`config.mk`:
```
export PLATFORM = sky130hd
export DESIGN_NAME = kst_ctrl_flat
export DESIGN_NICKNAME = d
export VERILOG_FILES = /design/src/rtl/kst_pkg.sv /design/src/rtl/kst_if.sv /design/src/rtl/kst_ctrl.sv /design/src/flat_wrapper.sv
export SDC_FILE = /design/constraint.sdc
export NUM_CORES = 1
export LEC_CHECK = 0
export ABC_AREA = 0
export BUFFER_PORTS_ARGS = -buffer_cell sky130_fd_sc_hd__clkbuf_2
export CAP_MARGIN = 20
export CORE_ASPECT_RATIO = 0.5
export CORE_MARGIN = 3
export CORE_UTILIZATION = 50
export CTS_CLUSTER_DIAMETER = 50
export CTS_CLUSTER_SIZE = 12
export DETAILED_ROUTE_END_ITERATION = 7
export PLACE_DENSITY_LB_ADDON = 0.05
export SLEW_MARGIN = 20
export SYNTH_ARGS = -nofsm -noshare
export SYNTH_HDL_FRONTEND = slang
export SYNTH_SLANG_ARGS = --single-unit
```
`constraint.sdc`:
```
create_clock -name clock -period 5.4 [get_ports clock]
set_input_delay 1.08 -clock clock [delete_from_list [all_inputs] [get_ports clock]]
set_output_delay 1.08 -clock clock [all_outputs]
set_load 0.02 [all_outputs]
```
`src/rtl/kst_pkg.sv`:
```
// Shared constants, codes and types of the keyed slot table.
`default_nettype none
package kst_pkg;

   localparam int DEPTH    = 128;
   localparam int KEY_BITS = 64;
   localparam int ADDR_W   = (DEPTH > 1) ? $clog2(DEPTH) : 1;
   localparam int CNT_W    = $clog2(DEPTH + 1);

   localparam int CSR_W    = 8;
   localparam int KEY_W    = 64;
   localparam int DATA_W   = 32;
   localparam int STATUS_W = 3;
   localparam int SLOT_W   = 7;

   localparam logic [CSR_W-1:0] CSR_RESET = CSR_W'(128);

   typedef enum logic {
      FUNC_ALLOC = 1'b0,
      FUNC_FREE  = 1'b1
   } func_type;

   typedef enum logic [STATUS_W-1:0] {
      STAT_UPDATED   = 3'd0,
      STAT_PLACED    = 3'd1,
      STAT_FULL      = 3'd2,
      STAT_FREED     = 3'd3,
      STAT_NOT_FOUND = 3'd4
   } status_type;

   typedef struct packed {
      logic                en;
      logic [ADDR_W-1:0]   addr;
      logic [KEY_BITS-1:0] key;
      logic [DATA_W-1:0]   data;
   } mem_wr_type;

   typedef struct packed {
      status_type        status;
      logic [SLOT_W-1:0] slot;
   } result_type;

endpackage
`default_nettype wire

```
`src/rtl/kst_if.sv`:
```
// Valid/ready channel interfaces for requests, responses and the count register.
`default_nettype none
interface kst_req_if;
   logic                            valid;
   logic                            ready;
   logic                            func;
   logic [kst_pkg::KEY_W-1:0]       key;
   logic signed [kst_pkg::DATA_W-1:0] data;
   modport source (output valid, func, key, data, input ready);
   modport sink   (input valid, func, key, data, output ready);
endinterface

`default_nettype wire

```
`src/rtl/kst_ctrl.sv`:
```
// Request sequencer: scans the key memory, tracks valid marks and resolves each request.
`default_nettype none
module kst_ctrl (
   input  wire logic                          clock,
   input  wire logic                          reset,
   kst_req_if.sink                            req_ch,
   input  wire logic [kst_pkg::CNT_W-1:0]     count,
   input  wire logic                          out_free,
   input  wire logic [kst_pkg::KEY_BITS-1:0]  rd_key,
   output logic      [kst_pkg::ADDR_W-1:0]    rd_addr,
   output kst_pkg::mem_wr_type                mem_wr,
   output logic                               res_valid,
   output kst_pkg::result_type                res
);

   typedef enum logic [2:0] {
      S_IDLE = 3'b001,
      S_SCAN = 3'b010,
      S_DONE = 3'b100
   } state_type;

   state_type                    state_ff, state_in;
   logic                         func_ff, func_in;
   logic [kst_pkg::KEY_BITS-1:0] key_ff, key_in;
   logic [kst_pkg::DATA_W-1:0]   data_ff, data_in;
   logic [kst_pkg::CNT_W-1:0]    cnt_ff, cnt_in;
   logic [kst_pkg::CNT_W-1:0]    issue_ff, issue_in;
   logic                         cmp_vld_ff, cmp_vld_in;
   logic [kst_pkg::ADDR_W-1:0]   cmp_idx_ff, cmp_idx_in;
   logic [kst_pkg::DEPTH-1:0]    valid_ff, valid_in;
   logic                         hit_ff, hit_in;
   logic [kst_pkg::ADDR_W-1:0]   hit_idx_ff, hit_idx_in;
   logic                         free_ff, free_in;
   logic [kst_pkg::ADDR_W-1:0]   free_idx_ff, free_idx_in;

   logic accept;
   logic slot_vld;
   logic key_eq;

   assign req_ch.ready = (state_ff == S_IDLE);
   assign accept       = req_ch.valid && req_ch.ready;
   assign rd_addr      = issue_ff[kst_pkg::ADDR_W-1:0];
   assign slot_vld     = valid_ff[cmp_idx_ff];
   assign key_eq       = (rd_key == key_ff);

   always_comb begin
      state_in    = state_ff;
      func_in     = func_ff;
      key_in      = key_ff;
      data_in     = data_ff;
      cnt_in      = cnt_ff;
      issue_in    = issue_ff;
      cmp_vld_in  = 1'b0;
      cmp_idx_in  = cmp_idx_ff;
      valid_in    = valid_ff;
      hit_in      = hit_ff;
      hit_idx_in  = hit_idx_ff;
      free_in     = free_ff;
      free_idx_in = free_idx_ff;
      mem_wr      = '0;
      res_valid   = 1'b0;
      res.status  = kst_pkg::STAT_FULL;
      res.slot    = '0;

      unique case (state_ff)
         S_IDLE: begin
            if (accept) begin
               func_in  = req_ch.func;
               key_in   = req_ch.key[kst_pkg::KEY_BITS-1:0];
               data_in  = req_ch.data;
               cnt_in   = count;
               issue_in = '0;
               hit_in   = 1'b0;
               free_in  = 1'b0;
               state_in = S_SCAN;
            end
         end
         S_SCAN: begin
            if (issue_ff < cnt_ff) begin
               cmp_vld_in = 1'b1;
               cmp_idx_in = issue_ff[kst_pkg::ADDR_W-1:0];
               issue_in   = issue_ff + kst_pkg::CNT_W'(1);
            end else if (!cmp_vld_ff) begin
               state_in = S_DONE;
            end
            if (cmp_vld_ff) begin
               if (func_ff == kst_pkg::FUNC_FREE) begin
                  if (slot_vld && key_eq) begin
                     valid_in[cmp_idx_ff] = 1'b0;
                     if (!hit_ff) begin
                        hit_in     = 1'b1;
                        hit_idx_in = cmp_idx_ff;
                     end
                  end
               end else begin
                  if (slot_vld && key_eq && !hit_ff) begin
                     hit_in     = 1'b1;
                     hit_idx_in = cmp_idx_ff;
                  end
                  if (!slot_vld && !free_ff) begin
                     free_in     = 1'b1;
                     free_idx_in = cmp_idx_ff;
                  end
               end
            end
         end
         S_DONE: begin
            if (out_free) begin
               res_valid = 1'b1;
               state_in  = S_IDLE;
               if (func_ff == kst_pkg::FUNC_FREE) begin
                  if (hit_ff) begin
                     res.status = kst_pkg::STAT_FREED;
                     res.slot   = kst_pkg::SLOT_W'(hit_idx_ff);
                  end else begin
                     res.status = kst_pkg::STAT_NOT_FOUND;
                  end
               end else if (hit_ff) begin
                  res.status  = kst_pkg::STAT_UPDATED;
                  res.slot    = kst_pkg::SLOT_W'(hit_idx_ff);
                  mem_wr.en   = 1'b1;
                  mem_wr.addr = hit_idx_ff;
                  mem_wr.key  = key_ff;
                  mem_wr.data = data_ff;
               end else if (free_ff) begin
                  res.status  = kst_pkg::STAT_PLACED;
                  res.slot    = kst_pkg::SLOT_W'(free_idx_ff);
                  mem_wr.en   = 1'b1;
                  mem_wr.addr = free_idx_ff;
                  mem_wr.key  = key_ff;
                  mem_wr.data = data_ff;
                  valid_in[free_idx_ff] = 1'b1;
               end
            end
         end
         default: state_in = S_IDLE;
      endcase
   end

   always_ff @(posedge clock) begin
      if (reset) begin
         state_ff   <= S_IDLE;
         cmp_vld_ff <= 1'b0;
         valid_ff   <= '0;
      end else begin
         state_ff   <= state_in;
         cmp_vld_ff <= cmp_vld_in;
         valid_ff   <= valid_in;
      end
      func_ff     <= func_in;
      key_ff      <= key_in;
      data_ff     <= data_in;
      cnt_ff      <= cnt_in;
      issue_ff    <= issue_in;
      cmp_idx_ff  <= cmp_idx_in;
      hit_ff      <= hit_in;
      hit_idx_ff  <= hit_idx_in;
      free_ff     <= free_in;
      free_idx_ff <= free_idx_in;
   end

endmodule
`default_nettype wire

```
`src/flat_wrapper.sv`:
```
// flat-port wrapper written by rule: the top's interface ports become plain ports
module kst_ctrl_flat 
  (clock, reset, count, out_free, rd_key, rd_addr, mem_wr, res_valid, res, req_ch_valid, req_ch_func, req_ch_key, req_ch_data, req_ch_ready);
  kst_req_if req_ch_i ();
  input  wire logic clock;
  input  wire logic reset;
  input  wire logic [kst_pkg::CNT_W-1:0] count;
  input  wire logic out_free;
  input  wire logic [kst_pkg::KEY_BITS-1:0] rd_key;
  output logic      [kst_pkg::ADDR_W-1:0] rd_addr;
  output kst_pkg::mem_wr_type mem_wr;
  output logic res_valid;
  output kst_pkg::result_type res;
  input wire logic [$bits(req_ch_i.valid)-1:0] req_ch_valid;
  input wire logic [$bits(req_ch_i.func)-1:0] req_ch_func;
  input wire logic [$bits(req_ch_i.key)-1:0] req_ch_key;
  input wire logic [$bits(req_ch_i.data)-1:0] req_ch_data;
  output wire logic [$bits(req_ch_i.ready)-1:0] req_ch_ready;
  assign req_ch_i.valid = req_ch_valid;
  assign req_ch_i.func = req_ch_func;
  assign req_ch_i.key = req_ch_key;
  assign req_ch_i.data = req_ch_data;
  assign req_ch_ready = req_ch_i.ready;
  kst_ctrl u_core (.clock(clock), .reset(reset), .req_ch(req_ch_i), .count(count), .out_free(out_free), .rd_key(rd_key), .rd_addr(rd_addr), .mem_wr(mem_wr), .res_valid(res_valid), .res(res));
endmodule
```
==> impl_metrics.json <==
{
  "post_cts_resized": 0,
  "drtIter0Drc": 1066,
  "htreeDepth": 1,
  "clock_latency_ps": 550,
  "tns_ps": 0,
  "synth_top_cell_area_share_pct": 31.24,
  "path_class": "reg -> out",
  "hpwlAfterDp_mm": 28.79,
  "die_w_um": 234.7,
  "grt_usage_pct": 28.70,
  "drt_wl_total_mm": 41.99,
  "hold_path_depth": 2,
  "ant_nets": 0,
  "grt_pass1_wl_mm": 63.20,
  "synthTopCellsByArea": "edfxtp_1, dfxtp_1, mux2i_1",
  "yosysWarnings": 0,
  "ctsHoldBuffers": 0,
  "stdcell_area_um2": 15310,
  "antenna_found_initial": 1,
  "place_congestion": 0.9377,
  "avgSynthCellArea_um2": 10.37,
  "worst_slew_pin_slew_ps": 1195,
  "n_fill_cell": 2191,
  "yosysMostFrequentCell": "edfxtp_1",
  "ios": 296,
  "crit_arrival_ps": 3090,
  "netlist_instances": 1261,
  "viasPerCell": 5.842,
  "status": "completed",
  "cap_violations": 0,
  "regArea_um2": 6726,
  "synth_largest_area_cell": "edfxtp_1",
  "grt-ovfl-total": 0,
  "clockRootBuffer": "clkbuf_16",
  "yosys_register_bits": 268,
  "clock-sinks": 268,
  "final.period_utilization_pct": 77.17,
  "synth_edf_count": 136,
  "cts_buffers": 26,
  "postCtsSetupRepairBufs": 0,
  "cp_data_required_time_ps": 4320,
  "wl_per_cell_um": 22.60,
  "core_um2": 25440,
  "synth_fp_nets": 1442,
  "first_global_vias": 10540,
  "clockBufferDepth": 3,
  "numPlacedInstances": 1816,
  "stdcell_count": 1858,
  "drive_above_1_share_pct": 23.13,
  "fin_crit_ps": 4167,
  "final_util_pct": 60.17,
  "worstPathCellList": "nor3b_1 -> nand2_1 -> inv_1 -> nand2_1 -> nor2_4 -> buf_12 -> and2_1 -> clkbuf_2",
  "synth_commonest_cells": "edfxtp_1, dfxtp_1, nand2_1, and2_1, o22ai_1",
  "r2r_cells": 9,
  "io_buffers": 295,
  "setup_viol": 0,
  "cpMostUsedCell": "nand2_1",
  "drt-pass1-iter-count": 5,
  "grt.met3_usage_pct": 5.150,
  "multi_input_area_um2": 5767,
  "irDropWorstVdd_uv": 240.5,
  "ff2ff_setup_slack_ps": 1410,
  "initial_utilization_pct": 51.38,
  "use_met1_pct": 39.00,
  "hold_path.class": "reg -> reg",
  "timing.slew.headroom_pct": 20.33,
  "slew_violations": 0,
  "die_area_um2": 28240,
  "synth_area_um2": 13070,
  "place_area_um2": 14550,
  "top_usage_layer": "met2",
  "cts_tree": "built",
  "crit_path_max_fanout": 66,
  "via_count": 10850,
  "grt_max_degree": 84,
  "row_count": 41,
  "drcViolationCount": 0,
  "ys_seq_area_share_pct": 51.45,
  "final_nets": 1682,
  "finClkSkew_ps": 20.33,
  "cpMaxStageDelayCell": "nor2_4",
  "max_freq_mhz": 240.0,
  "p_leak_uw": 0.006338,
  "synth_cell_types": 48,
  "critPathCaptureType": "primary output",
  "syn_to_final_growth_pct": 17.11,
  "max_stage_delay_ps": 600,
  "pwr_density_cell_nw_per_um2": 284.7,
  "fp.dieH_um": 120.3,
  "setup.worst_path.start_class": "flip-flop",
  "clk_pin_slew_ps": 60,
  "rsz0062_at_grt": "no",
  "met2_usage_pct": 48.09,
  "hold_viol_final": 0,
  "synthArstFlopShare_pct": 0,
  "ys.flop_type": "edfxtp_1"
}
[kinds of logic after synthesis]
family / Yosys count / share of synthesized area, %
compound gates: 212 / 11.62
xor+xnor: 69 / 4.623
fa+ha+maj: 8 / 0.7657
buf+inv: 107 / 4.585
flops: 268 / 51.45
mux: 64 / 4.900
simple gates: 533 / 22.05
[routing by layer]
metal	wire length [µm]	vias up	part of all wire, %
li1	-	5012	-
met1	17610	5253	42
met2	20220	515	48
met3	3250	74	7.7
met4	910	0	2.2
met5	0	-	0
[cells in the final DEF (no fill, tap or decap), types with 10 or more instances in the layout]
cell type    n
dfxtp_1    132
o22ai_1     95
nor2b_1     66
inv_1       12
a21oi_1     20
nand2_1    113
nor4_1      17
clkbuf_2   295
and3_1      69
clkbuf_16   26
nand3_1     70
xor2_1      66
mux2i_1     64
o21ai_0     16
and2_1     102
nor3_1      10
a22o_1      62
clkbuf_1    11
nor2_1      49
edfxtp_1   136
[power breakdown]
part / leakage [µW] / switching (µW) / internal (µW)
registers: 0.00235 / 87.1 / 2270
clock network: 0.000352 / 754 / 899
logic: 0.00363 / 218 / 136
[sequential cells by signal, summed over array words and instances (netlist names)]
signal / flops
u_core.state_ff: 3
u_core.hit_idx_ff: 7
u_core.cnt_ff: 8
u_core.valid_ff: 128
u_core.cmp_vld_ff: 1
u_core.hit_ff: 1
u_core.issue_ff: 8
u_core.free_ff: 1
u_core.key_ff: 64
u_core.cmp_idx_ff: 7
u_core.func_ff: 1
u_core.data_ff: 32
u_core.free_idx_ff: 7
[critical path: cells and delay by family, from the launching register on]
| kind | cells | cell delay [ps] |
|---|---|---|
| buffers and inverters | 3 | 670 |
| and+or+nand+nor | 5 | 1490 |
| DFF | 1 | 350 |
[metrics by stage]
step	hold slack [ps]	total power (µW)	worst slack, ps
6_report	466.3	4359	1233
3_5_place_dp	457.0	2739	1239
2_1_floorplan	445.6	2586	1373
5_1_grt	487.2	4514	844.3
3_3_place_gp	453.8	2736	1363
4_1_cts	467.1	4373	1201
[layout make-up]
class	count	area share, %
timing repair buffer	306	10.48
tap	344	2.811
multi-input combinational	886	37.67
sequential	268	43.94
antenna	1	0.01635
clock buffer	38	4.609
clock inverter	2	0.1635
inverter	13	0.3187
[final timing paths]
path	startpoint	endpoint
worst min register to register	u_core.valid_ff[42]$_SDFFE_PP0P_	u_core.valid_ff[42]$_SDFFE_PP0P_
worst max-delay path	u_core.state_ff[2]$_SDFFE_PP0P_	mem_wr[9]
worst min-delay path	u_core.valid_ff[42]$_SDFFE_PP0P_	u_core.valid_ff[42]$_SDFFE_PP0P_
worst max register to register	u_core.cmp_idx_ff[1]$_DFFE_PP_	u_core.valid_ff[83]$_SDFFE_PP0P_
No activity file was read; power rests on OpenSTA's default activity.
